### config.mk
export PLATFORM = sky130hd
export DESIGN_NAME = ring_mask_alpha_blend_flat
export DESIGN_NICKNAME = d
export VERILOG_FILES = /design/src/hdl/rmab_pkg.sv /design/src/hdl/rmab_ifs.sv /design/src/hdl/rmab_pipe_ctrl.sv /design/src/hdl/rmab_dist.sv /design/src/hdl/rmab_mix.sv /design/src/hdl/ring_mask_alpha_blend.sv /design/src/flat_wrapper.sv
export SDC_FILE = /design/constraint.sdc
export NUM_CORES = 2
export LEC_CHECK = 0
export BUFFER_PORTS_ARGS = -buffer_cell sky130_fd_sc_hd__buf_4
export CORE_ASPECT_RATIO = 0.7
export CORE_MARGIN = 3
export CORE_UTILIZATION = 45
export CTS_CLUSTER_SIZE = 24
export DETAILED_ROUTE_END_ITERATION = 8
export PLACE_DENSITY = 0.59
export SYNTH_ARGS = -nofsm -noshare
export SYNTH_HDL_FRONTEND = slang
export SYNTH_SLANG_ARGS = --single-unit
export TNS_END_PERCENT = 100
### constraint.sdc
create_clock -name clk_i -period 15.4 [get_ports clk_i]
set_input_delay 3.08 -clock clk_i [delete_from_list [all_inputs] [get_ports clk_i]]
set_output_delay 3.08 -clock clk_i [all_outputs]
set_load 0.01 [all_outputs]
### src/hdl/rmab_pkg.sv
// shared types and constants of the ring mask alpha blend block
package rmab_pkg;

  localparam int PosW     = 12;
  localparam int ChanW    = 8;
  localparam int CoordW   = 14;
  localparam int LimitW   = 30;
  localparam int CfgIdxW  = 3;
  localparam int CfgDataW = 30;
  localparam int DiffW    = 15;
  localparam int SqW      = 28;
  localparam int DistW    = 29;
  localparam int ProdW    = 16;
  localparam int BoundW   = 15;

  localparam int unsigned MaxDim = 4096;

  localparam logic [ChanW-1:0] ChanMax = 8'd255;

  localparam logic [ChanW-1:0]         RstColorRed   = 8'd200;
  localparam logic [ChanW-1:0]         RstColorGreen = 8'd100;
  localparam logic [ChanW-1:0]         RstColorBlue  = 8'd0;
  localparam logic [ChanW-1:0]         RstColorAlpha = 8'd255;
  localparam logic signed [CoordW-1:0] RstCenterX    = 14'sd128;
  localparam logic signed [CoordW-1:0] RstCenterY    = 14'sd128;
  localparam logic [LimitW-1:0]        RstInnerSq    = 30'd0;
  localparam logic [LimitW-1:0]        RstOuterSq    = 30'd10485;

  typedef enum logic [CfgIdxW-1:0] {
    CfgColorRed   = 3'd0,
    CfgColorGreen = 3'd1,
    CfgColorBlue  = 3'd2,
    CfgColorAlpha = 3'd3,
    CfgCenterX    = 3'd4,
    CfgCenterY    = 3'd5,
    CfgInnerSq    = 3'd6,
    CfgOuterSq    = 3'd7
  } cfg_reg_e;

  // per-stage load strobes
  typedef struct packed {
    logic adv1;
    logic adv2;
    logic adv3;
  } pipe_ctrl_t;

endpackage

### src/hdl/rmab_ifs.sv
// pixel request and result channel interfaces
interface rmab_pix_in_if;
  import rmab_pkg::*;
  logic             valid;
  logic             ready;
  logic [PosW-1:0]  pos_x;
  logic [PosW-1:0]  pos_y;
  logic [ChanW-1:0] canvas_red;
  logic [ChanW-1:0] canvas_green;
  logic [ChanW-1:0] canvas_blue;
  logic [ChanW-1:0] canvas_alpha;

  modport source (
    output valid, pos_x, pos_y, canvas_red, canvas_green, canvas_blue, canvas_alpha,
    input  ready
  );
  modport sink (
    input  valid, pos_x, pos_y, canvas_red, canvas_green, canvas_blue, canvas_alpha,
    output ready
  );
endinterface

interface rmab_pix_out_if;
  import rmab_pkg::*;
  logic             valid;
  logic             ready;
  logic [ChanW-1:0] out_red;
  logic [ChanW-1:0] out_green;
  logic [ChanW-1:0] out_blue;
  logic [ChanW-1:0] out_alpha;
  logic             in_ring;

  modport source (
    output valid, out_red, out_green, out_blue, out_alpha, in_ring,
    input  ready
  );
  modport sink (
    input  valid, out_red, out_green, out_blue, out_alpha, in_ring,
    output ready
  );
endinterface

### src/hdl/rmab_pipe_ctrl.sv
// valid bits and stall handling of the three-stage pipeline
module rmab_pipe_ctrl (
  input  logic                clk_i,
  input  logic                rst_ni,
  input  logic                in_valid_i,
  output logic                in_ready_o,
  output logic                out_valid_o,
  input  logic                out_ready_i,
  output rmab_pkg::pipe_ctrl_t ctrl_o
);
  import rmab_pkg::*;

  logic v1_q, v2_q, v3_q;
  logic v1_d, v2_d, v3_d;
  logic rdy1, rdy2, rdy3;
  pipe_ctrl_t ctrl;

  always_comb begin
    rdy3       = !v3_q || out_ready_i;
    rdy2       = !v2_q || rdy3;
    rdy1       = !v1_q || rdy2;
    ctrl.adv3  = v2_q && rdy3;
    ctrl.adv2  = v1_q && rdy2;
    ctrl.adv1  = in_valid_i && rdy1;
    v1_d       = ctrl.adv1 || (v1_q && !ctrl.adv2);
    v2_d       = ctrl.adv2 || (v2_q && !ctrl.adv3);
    v3_d       = ctrl.adv3 || (v3_q && !out_ready_i);
  end

  always_ff @(posedge clk_i or negedge rst_ni) begin
    if (!rst_ni) begin
      v1_q <= 1'b0;
      v2_q <= 1'b0;
      v3_q <= 1'b0;
    end else begin
      v1_q <= v1_d;
      v2_q <= v2_d;
      v3_q <= v3_d;
    end
  end

  assign in_ready_o  = rdy1;
  assign out_valid_o = v3_q;
  assign ctrl_o      = ctrl;
endmodule

### src/hdl/rmab_dist.sv
// squared distance and ring test, three stages
module rmab_dist (
  input  logic                               clk_i,
  input  rmab_pkg::pipe_ctrl_t               ctrl_i,
  input  logic [rmab_pkg::PosW-1:0]          pos_x_i,
  input  logic [rmab_pkg::PosW-1:0]          pos_y_i,
  input  logic signed [rmab_pkg::CoordW-1:0] center_x_i,
  input  logic signed [rmab_pkg::CoordW-1:0] center_y_i,
  input  logic [rmab_pkg::LimitW-1:0]        inner_sq_i,
  input  logic [rmab_pkg::LimitW-1:0]        outer_sq_i,
  output logic                               paint_o,
  output logic                               in_ring_o
);
  import rmab_pkg::*;

  logic signed [DiffW-1:0]   dx_d, dy_d, dx_q, dy_q;
  logic                      inb_d, inb1_q, inb2_q;
  logic signed [2*DiffW-1:0] sqx, sqy;
  logic [SqW-1:0]            sqx_q, sqy_q;
  logic [DistW-1:0]          dist_sq;
  logic [LimitW-1:0]         dist_ext;
  logic                      paint;
  logic                      ring_q;

  // stage 1: offsets from the centre and the canvas bound
  always_comb begin
    dx_d  = DiffW'(center_x_i) - $signed({(DiffW-PosW)'(0), pos_x_i});
    dy_d  = DiffW'(center_y_i) - $signed({(DiffW-PosW)'(0), pos_y_i});
    inb_d = (BoundW'(pos_x_i) < BoundW'(MaxDim)) && (BoundW'(pos_y_i) < BoundW'(MaxDim));
  end

  always_ff @(posedge clk_i) begin
    if (ctrl_i.adv1) begin
      dx_q   <= dx_d;
      dy_q   <= dy_d;
      inb1_q <= inb_d;
    end
  end

  // stage 2: squares, always below 2^28
  assign sqx = (2*DiffW)'(dx_q) * (2*DiffW)'(dx_q);
  assign sqy = (2*DiffW)'(dy_q) * (2*DiffW)'(dy_q);

  always_ff @(posedge clk_i) begin
    if (ctrl_i.adv2) begin
      sqx_q  <= sqx[SqW-1:0];
      sqy_q  <= sqy[SqW-1:0];
      inb2_q <= inb1_q;
    end
  end

  // stage 3: sum and both inclusive limits
  always_comb begin
    dist_sq  = DistW'(sqx_q) + DistW'(sqy_q);
    dist_ext = LimitW'(dist_sq);
    paint    = inb2_q && (dist_ext >= inner_sq_i) && (dist_ext <= outer_sq_i);
  end

  always_ff @(posedge clk_i) begin
    if (ctrl_i.adv3) begin
      ring_q <= paint;
    end
  end

  assign paint_o   = paint;
  assign in_ring_o = ring_q;
endmodule

### src/hdl/rmab_mix.sv
// one channel of the blend (a*c + (255-a)*d)/255, three stages
module rmab_mix (
  input  logic                        clk_i,
  input  rmab_pkg::pipe_ctrl_t        ctrl_i,
  input  logic [rmab_pkg::ChanW-1:0]  alpha_i,
  input  logic [rmab_pkg::ChanW-1:0]  color_i,
  input  logic [rmab_pkg::ChanW-1:0]  canvas_i,
  input  logic                        paint_i,
  output logic [rmab_pkg::ChanW-1:0]  chan_o
);
  import rmab_pkg::*;

  logic [ProdW-1:0] prod_ac_q, prod_bd_q, sum_q;
  logic [ChanW-1:0] d1_q, d2_q, out_q;
  logic [ProdW:0]   quo_t;
  logic [ChanW-1:0] quo;

  always_ff @(posedge clk_i) begin
    if (ctrl_i.adv1) begin
      prod_ac_q <= ProdW'(alpha_i) * ProdW'(color_i);
      prod_bd_q <= ProdW'(ChanMax - alpha_i) * ProdW'(canvas_i);
      d1_q      <= canvas_i;
    end
  end

  always_ff @(posedge clk_i) begin
    if (ctrl_i.adv2) begin
      sum_q <= prod_ac_q + prod_bd_q;
      d2_q  <= d1_q;
    end
  end

  // exact divide by 255 for sums up to 255*255
  always_comb begin
    quo_t = {1'b0, sum_q} + (ProdW+1)'(1) + (ProdW+1)'(sum_q[ProdW-1:ChanW]);
    quo   = quo_t[ProdW-1:ChanW];
  end

  always_ff @(posedge clk_i) begin
    if (ctrl_i.adv3) begin
      out_q <= paint_i ? quo : d2_q;
    end
  end

  assign chan_o = out_q;
endmodule

### src/hdl/ring_mask_alpha_blend.sv
// Ring mask with alpha blend, top level.
// Pixel requests arrive on pix_i (valid/ready): column, row and the RGBA of
// the canvas beneath. Results leave on pix_o (valid/ready): the RGBA pixel
// and in_ring. A pixel whose squared distance to the centre lies within the
// inclusive squared limits, and whose position is inside the canvas, gets the
// ring colour blended over the canvas; any other pixel passes unchanged.
// The user must write registers through cfg_we_i / cfg_idx_i / cfg_data_i
// only while the pipeline is empty; the block does not enforce this.
// One request per cycle is sustained while pix_o.ready stays high; the three
// register stages are offset, square, and sum/compare/divide, each with its
// own valid bit.
// Reset empties the pipeline and loads the register defaults.
// When the receiver stalls, the result stays on pix_o and the earlier stages
// keep filling; pix_i.ready falls only once every stage holds a request.
module ring_mask_alpha_blend (
  input  logic                             clk_i,
  input  logic                             rst_ni,
  rmab_pix_in_if.sink                      pix_i,
  rmab_pix_out_if.source                   pix_o,
  input  logic                             cfg_we_i,
  input  logic [rmab_pkg::CfgIdxW-1:0]     cfg_idx_i,
  input  logic [rmab_pkg::CfgDataW-1:0]    cfg_data_i
);
  import rmab_pkg::*;

  logic [ChanW-1:0]         color_red_q, color_green_q, color_blue_q, color_alpha_q;
  logic signed [CoordW-1:0] center_x_q, center_y_q;
  logic [LimitW-1:0]        inner_sq_q, outer_sq_q;
  pipe_ctrl_t               ctrl;
  logic                     paint;
  logic                     in_ready;
  logic                     out_valid;

  always_ff @(posedge clk_i or negedge rst_ni) begin
    if (!rst_ni) begin
      color_red_q   <= RstColorRed;
      color_green_q <= RstColorGreen;
      color_blue_q  <= RstColorBlue;
      color_alpha_q <= RstColorAlpha;
      center_x_q    <= RstCenterX;
      center_y_q    <= RstCenterY;
      inner_sq_q    <= RstInnerSq;
      outer_sq_q    <= RstOuterSq;
    end else if (cfg_we_i) begin
      case (cfg_reg_e'(cfg_idx_i))
        CfgColorRed: begin
          color_red_q <= cfg_data_i[ChanW-1:0];
        end
        CfgColorGreen: begin
          color_green_q <= cfg_data_i[ChanW-1:0];
        end
        CfgColorBlue: begin
          color_blue_q <= cfg_data_i[ChanW-1:0];
        end
        CfgColorAlpha: begin
          color_alpha_q <= cfg_data_i[ChanW-1:0];
        end
        CfgCenterX: begin
          center_x_q <= $signed(cfg_data_i[CoordW-1:0]);
        end
        CfgCenterY: begin
          center_y_q <= $signed(cfg_data_i[CoordW-1:0]);
        end
        CfgInnerSq: begin
          inner_sq_q <= cfg_data_i[LimitW-1:0];
        end
        CfgOuterSq: begin
          outer_sq_q <= cfg_data_i[LimitW-1:0];
        end
        default: begin
        end
      endcase
    end
  end

  rmab_pipe_ctrl u_ctrl (
    .clk_i       (clk_i),
    .rst_ni      (rst_ni),
    .in_valid_i  (pix_i.valid),
    .in_ready_o  (in_ready),
    .out_valid_o (out_valid),
    .out_ready_i (pix_o.ready),
    .ctrl_o      (ctrl)
  );

  assign pix_i.ready = in_ready;
  assign pix_o.valid = out_valid;

  rmab_dist u_dist (
    .clk_i      (clk_i),
    .ctrl_i     (ctrl),
    .pos_x_i    (pix_i.pos_x),
    .pos_y_i    (pix_i.pos_y),
    .center_x_i (center_x_q),
    .center_y_i (center_y_q),
    .inner_sq_i (inner_sq_q),
    .outer_sq_i (outer_sq_q),
    .paint_o    (paint),
    .in_ring_o  (pix_o.in_ring)
  );

  rmab_mix u_mix_red (
    .clk_i    (clk_i),
    .ctrl_i   (ctrl),
    .alpha_i  (color_alpha_q),
    .color_i  (color_red_q),
    .canvas_i (pix_i.canvas_red),
    .paint_i  (paint),
    .chan_o   (pix_o.out_red)
  );

  rmab_mix u_mix_green (
    .clk_i    (clk_i),
    .ctrl_i   (ctrl),
    .alpha_i  (color_alpha_q),
    .color_i  (color_green_q),
    .canvas_i (pix_i.canvas_green),
    .paint_i  (paint),
    .chan_o   (pix_o.out_green)
  );

  rmab_mix u_mix_blue (
    .clk_i    (clk_i),
    .ctrl_i   (ctrl),
    .alpha_i  (color_alpha_q),
    .color_i  (color_blue_q),
    .canvas_i (pix_i.canvas_blue),
    .paint_i  (paint),
    .chan_o   (pix_o.out_blue)
  );

  // a + (255-a)*da/255 equals (255*a + (255-a)*da)/255
  rmab_mix u_mix_alpha (
    .clk_i    (clk_i),
    .ctrl_i   (ctrl),
    .alpha_i  (color_alpha_q),
    .color_i  (ChanMax),
    .canvas_i (pix_i.canvas_alpha),
    .paint_i  (paint),
    .chan_o   (pix_o.out_alpha)
  );
endmodule

### src/flat_wrapper.sv
// flat-port wrapper written by rule: the top's interface ports become plain ports
module ring_mask_alpha_blend_flat import rmab_pkg::*;
  (clk_i, rst_ni, cfg_we_i, cfg_idx_i, cfg_data_i, pix_i_valid, pix_i_pos_x, pix_i_pos_y, pix_i_canvas_red, pix_i_canvas_green, pix_i_canvas_blue, pix_i_canvas_alpha, pix_i_ready, pix_o_valid, pix_o_out_red, pix_o_out_green, pix_o_out_blue, pix_o_out_alpha, pix_o_in_ring, pix_o_ready);
  rmab_pix_in_if pix_i_i ();
  rmab_pix_out_if pix_o_i ();
  input  logic clk_i;
  input  logic rst_ni;
  input  logic cfg_we_i;
  input  logic [rmab_pkg::CfgIdxW-1:0] cfg_idx_i;
  input  logic [rmab_pkg::CfgDataW-1:0] cfg_data_i;
  input wire logic [$bits(pix_i_i.valid)-1:0] pix_i_valid;
  input wire logic [$bits(pix_i_i.pos_x)-1:0] pix_i_pos_x;
  input wire logic [$bits(pix_i_i.pos_y)-1:0] pix_i_pos_y;
  input wire logic [$bits(pix_i_i.canvas_red)-1:0] pix_i_canvas_red;
  input wire logic [$bits(pix_i_i.canvas_green)-1:0] pix_i_canvas_green;
  input wire logic [$bits(pix_i_i.canvas_blue)-1:0] pix_i_canvas_blue;
  input wire logic [$bits(pix_i_i.canvas_alpha)-1:0] pix_i_canvas_alpha;
  output wire logic [$bits(pix_i_i.ready)-1:0] pix_i_ready;
  output wire logic [$bits(pix_o_i.valid)-1:0] pix_o_valid;
  output wire logic [$bits(pix_o_i.out_red)-1:0] pix_o_out_red;
  output wire logic [$bits(pix_o_i.out_green)-1:0] pix_o_out_green;
  output wire logic [$bits(pix_o_i.out_blue)-1:0] pix_o_out_blue;
  output wire logic [$bits(pix_o_i.out_alpha)-1:0] pix_o_out_alpha;
  output wire logic [$bits(pix_o_i.in_ring)-1:0] pix_o_in_ring;
  input wire logic [$bits(pix_o_i.ready)-1:0] pix_o_ready;
  assign pix_i_i.valid = pix_i_valid;
  assign pix_i_i.pos_x = pix_i_pos_x;
  assign pix_i_i.pos_y = pix_i_pos_y;
  assign pix_i_i.canvas_red = pix_i_canvas_red;
  assign pix_i_i.canvas_green = pix_i_canvas_green;
  assign pix_i_i.canvas_blue = pix_i_canvas_blue;
  assign pix_i_i.canvas_alpha = pix_i_canvas_alpha;
  assign pix_i_ready = pix_i_i.ready;
  assign pix_o_valid = pix_o_i.valid;
  assign pix_o_out_red = pix_o_i.out_red;
  assign pix_o_out_green = pix_o_i.out_green;
  assign pix_o_out_blue = pix_o_i.out_blue;
  assign pix_o_out_alpha = pix_o_i.out_alpha;
  assign pix_o_in_ring = pix_o_i.in_ring;
  assign pix_o_i.ready = pix_o_ready;
  ring_mask_alpha_blend u_core (.clk_i(clk_i), .rst_ni(rst_ni), .pix_i(pix_i_i), .pix_o(pix_o_i), .cfg_we_i(cfg_we_i), .cfg_idx_i(cfg_idx_i), .cfg_data_i(cfg_data_i));
endmodule
After elaboration in Yosys (flattened, before gate mapping)
Cells that the tools add are included.
Cells by class
  multiply operators: 10
  equal/unequal tests: 7
  $add $sub $neg: 16
  mux-type cells: 4
  order comparisons: 2
  reductions and logical operators: 28
Operators with widths (number)
  adder 16 x 1 -> 16 bit (second input constant): 4
  adder 16 bit: 4
  adder 16 x 8 -> 16 bit: 4
  multiplier 15 x 15 -> 28 bit: 2
  multiplier 16 x 8 -> 16 bit: 3
  multiplier 8 x 8 -> 16 bit: 3
  two-way mux 8 bit: 4
  >= comparator 29 x 30 -> 1 bit: 1
  less-or-equal comparator 29 x 30 -> 1 bit: 1
  subtractor 14 x 13 -> 15 bit: 2
  adder 28 x 28 -> 29 bit: 1
  multiplier 8 x 8 -> 16 bit (second input constant): 1
  multiplier 9 x 9 -> 16 bit: 1
  AND reduction 2 bit: 8
  == test 3 bit (second input constant): 4
  subtractor 8 x 8 -> 9 bit (first input constant): 1
  logical AND 1 bit: 7
  == test 3 x 2 -> 1 bit (second input constant): 2
  zero test 1 bit: 6
  logical OR 1 bit: 6
  == test 3 x 1 -> 1 bit (second input constant): 1
  zero test 3 bit: 1
Storage, ports and cells
  bits of input ports: 94
  word-level logic and storage cells: 107
  bits in registers: 498

Longest topological paths before layout
  depth after elaboration: 7
  gate-level depth with buffers: 24
  gate-level depth less buffers: 23

By module
A second synthesis with hierarchy kept.
Unflattened totals
  cell total of the unflattened synthesis: 5337
  area total of the unflattened synthesis: 55543.3 um^2
Modules (own cells, without submodules)
  rmab_mix at u_core.u_mix_alpha ...: sequential area each 2162.1 um^2, instances 3, area an instance 7487.2 um^2, cells each 712
  rmab_dist: sequential area each 2552.4 um^2, instances 1, area an instance 20850.0 um^2, cells each 2213
  rmab_mix at u_core.u_mix_red: sequential area each 2162.1 um^2, instances 1, area an instance 7534.7 um^2, cells each 714
  ring_mask_alpha_blend: sequential area each 3032.9 um^2, instances 1, area an instance 4551.9 um^2, cells each 262
  rmab_pipe_ctrl: sequential area each 75.1 um^2, instances 1, area an instance 145.1 um^2, cells each 12

Worst setup path after synthesis
Ideal clock, no wire load.
  kind: input port to flip-flop
  start: input port pix_o_ready
  end: register u_core.u_dist.dx_q[0], enable pin
  stages on the path: 3
  data arrival time: 7.656 ns
  setup time: 0.574 ns
  path slack: 7.170 ns
  cells stage by stage: nor2b_1 > nand3_1 > and2_1
RTL lines
  start: declaration: RTL line flat_wrapper.sv:25  | input wire logic [$bits(pix_o_i.ready)-1:0] pix_o_ready;
  end signal: assignment: RTL line rmab_dist.sv:34  | dx_q <= dx_d;
  end: declaration: RTL line rmab_dist.sv:16  | logic signed [DiffW-1:0] dx_d, dy_d, dx_q, dy_q;

Final worst setup path
  start: input port pix_o_ready
  end: output port pix_i_ready
Between the ends
  longest elaborated chain between the ends: 3
Ends and longest elaborated chain
  logical OR 1 bit: RTL line rmab_pipe_ctrl.sv:19  | rdy3 = !v3_q || out_ready_i;
  logical OR 1 bit: RTL line rmab_pipe_ctrl.sv:20  | rdy2 = !v2_q || rdy3;
  logical OR 1 bit: RTL line rmab_pipe_ctrl.sv:21  | rdy1 = !v1_q || rdy2;
  end: declaration: RTL line flat_wrapper.sv:18  | output wire logic [$bits(pix_i_i.ready)-1:0] pix_i_ready;
Every way passes these cells.

==> results.json <==
{
  "worst_ep_required_time_ps": 12320,
  "endpoint_kind": "output pin",
  "worst_pin_slew_ps": 980,
  "cp_slowest_cell": "buf_4",
  "worstSetupPathType": "input port to output pin",
  "htree_levels": 2,
  "drt_iter0_markers": 1958,
  "dieHeight_um": 296,
  "ys_seq_area_frac": 0.265,
  "fillers": 10794,
  "synth-edff-count": 373,
  "dp_hpwl_mm": 93.3,
  "synthArstFlopShare": 0.248,
  "cp_top_family": "simple AND/OR/NAND/NOR gates",
  "setup_slack_ps": 8650,
  "crit_path_max_fanout": 3,
  "syn_inst": 5171,
  "root_buffer": "clkbuf_16",
  "grt_usage": 0.201,
  "cts_setup_buffers": 0,
  "antenna_found_initial": 7,
  "period_needed_ps": 6750,
  "firstDrtPassIters": 5,
  "grt_first_pass_wirelength_mm": 197,
  "final_common_cell": "inv_1",
  "drc_errors": 0,
  "cts-resized-gates": 0,
  "cp-start-kind": "input port",
  "fp-row-count": 105,
  "worstPathCellList": "buf_4 -> nor2b_1 -> nand3_1 -> buf_4",
  "nNetsFinal": 6676,
  "path_common_cell": "buf_4",
  "grt_overflow": 0,
  "netlist_area_sq_um": 54000,
  "hp-class": "flop to flop",
  "path_clk_slew_ps": 60,
  "syn-num-nets": 6573,
  "area_delta_synth_final_pct": 8.51,
  "avgViaCountPerCell": 5.08,
  "cp_num_buf_inv": 2,
  "die_w_um": 420,
  "rsz0062_at_grt": "no",
  "fin_tns_setup_ps": 0,
  "layout_common_cells": "1075 x inv_1, 664 x fa_1, 644 x ha_1",
  "slew_headroom": 0.343,
  "yosysUniqueCellTypes": 73,
  "dp_slack_ps": 8050,
  "cts_buffers": 55,
  "die-area_sq_um": 124000,
  "cts_sinks": 496,
  "drt_wl_total_mm": 121,
  "fmax_mhz": 148,
  "cts_hold_buf": 0,
  "synth_seq_cells": 496,
  "drive_above_1_share": 0.0853,
  "postRouteAntennaNets": 0,
  "clockBufferDepth": 3,
  "gp_congestion": 0.859,
  "crit_path_max_incr_delay_ps": 180,
  "yosysWarnings": 0,
  "wl_per_cell_um": 17.6,
  "cap_violations": 0,
  "outcome": "finished clean",
  "synth.avg_cell_area_sq_um": 10.4,
  "synth_flop_cell": "edfxtp_1",
  "grt_pass1_vias": 34991,
  "start_util": 0.457,
  "cp_data_arrival_time_ps": 3670,
  "coreArea_sq_um": 118000,
  "grt_max_degree": 144,
  "hold_viol": 0,
  "io_buffers": 128,
  "finalSetupViolations": 0,
  "via_count": 34915,
  "clk_latency_ps": 640,
  "cts_tree": "built",
  "drv_slew": 0,
  "ios": 129,
  "period_share": 0.438,
  "final.setup_skew_ps": 32.7
}
[state kept, by name (all words and copies together), names as in the netlist, 14 cells and up]
register,cells
u_core.center_x_q,14
u_core.center_y_q,14
u_core.inner_sq_q,30
u_core.outer_sq_q,30
u_core.u_dist.dx_q,15
u_core.u_dist.dy_q,15
u_core.u_dist.sqx_q,27
u_core.u_dist.sqy_q,27
u_core.u_mix_alpha.prod_ac_q,16
u_core.u_mix_alpha.prod_bd_q,16
u_core.u_mix_alpha.sum_q,16
u_core.u_mix_blue.prod_ac_q,16
u_core.u_mix_blue.prod_bd_q,16
u_core.u_mix_blue.sum_q,16
u_core.u_mix_green.prod_ac_q,16
u_core.u_mix_green.prod_bd_q,16
u_core.u_mix_green.sum_q,16
u_core.u_mix_red.prod_ac_q,16
u_core.u_mix_red.prod_bd_q,16
u_core.u_mix_red.sum_q,16
[Yosys cell counts, drive strengths merged (14+ instances only)]
library cell / n / area share
nor3: 56 / 0.0052
or3: 19 / 0.0022
dfrtp: 99 / 0.046
nand3: 52 / 0.0048
a31oi: 21 / 0.0024
buf: 14 / 0.0015
dfstp: 24 / 0.012
nor2b: 180 / 0.021
a21boi: 14 / 0.0019
a211oi: 22 / 0.0033
nand2b: 70 / 0.0081
nor2: 174 / 0.012
mux2: 152 / 0.032
a41oi: 14 / 0.0024
a21oi: 155 / 0.014
inv: 1077 / 0.075
o211ai: 20 / 0.0028
and2: 191 / 0.022
o21bai: 19 / 0.0026
xor2: 57 / 0.0092
edfxtp: 373 / 0.21
o21ai: 88 / 0.0082
a21o: 65 / 0.0090
fa: 664 / 0.25
ha: 644 / 0.15
clkbuf: 94 / 0.0065
and3: 14 / 0.0016
nand4: 27 / 0.0031
o21a: 38 / 0.0053
nand2: 390 / 0.027
xnor2: 237 / 0.038
[layer usage]
layer	part of all wire	GRT usage
met3	0.060	0.0392
met4	0.014	0.0302
met1	0.52	0.320
met5	0	0
met2	0.41	0.284
[path summary, 6_finish.rpt]
| kind | start | endpoint | slack [ps] | depth (start not counted) |
|---|---|---|---|---|
| min | u_core.u_mix_alpha.d1_q[4]$_DFFE_PP_ | u_core.u_mix_alpha.d2_q[4]$_DFFE_PP_ | 410 | 0 |
| max in group asynchronous | rst_ni | u_core.color_blue_q[7]$_DFFE_PN0P_ | 11660 | 2 |
| min reg2reg | u_core.u_mix_alpha.d1_q[4]$_DFFE_PP_ | u_core.u_mix_alpha.d2_q[4]$_DFFE_PP_ | 410 | 0 |
| min in group asynchronous | rst_ni | u_core.inner_sq_q[25]$_DFFE_PN0P_ | 2500 | 1 |
| max reg2reg | u_core.u_dist.dy_q[3]$_DFFE_PP_ | u_core.u_dist.sqy_q[27]$_DFFE_PP_ | 8660 | 17 |
| max | pix_o_ready | pix_i_ready | 8650 | 4 |
[kinds of logic after synthesis]
family / count (synthesis) / share of synthesized area
AO/OA/AOI/OAI: 523 / 0.0642
XOR/XNOR: 295 / 0.0481
adder cells (fa/ha/maj): 1308 / 0.395
buffers and inverters: 1186 / 0.0830
flip-flops: 496 / 0.265
multiplexers: 154 / 0.0321
AND/OR/NAND/NOR: 1209 / 0.112
[stage by stage]
step           cells  instance area (sq um)  hold slack [ps]  utilization
4_1_cts         6871                  58600              415        0.496
5_1_grt         6874                  58600              420        0.496
3_3_place_gp    6768                  56700              401        0.480
3_5_place_dp    6768                  56700              405        0.480
2_1_floorplan   5171                  54000              400            -
6_report        6875                  58600              413        0.496
[area by class of cell]
type	instances	area, sq um	area share
clock inverter	26	317	0.00540
tap	1551	1940	0.0331
antenna	4	10.0	0.000171
clock buffer	77	1570	0.0268
timing repair buffer	154	1170	0.0200
inverter	1078	4050	0.0690
sequential	496	14300	0.244
multi-input combinational	3489	35200	0.601
Power is not shown: default switching activity piles up to over one toggle a cycle in this logic, so the estimate is an artifact.
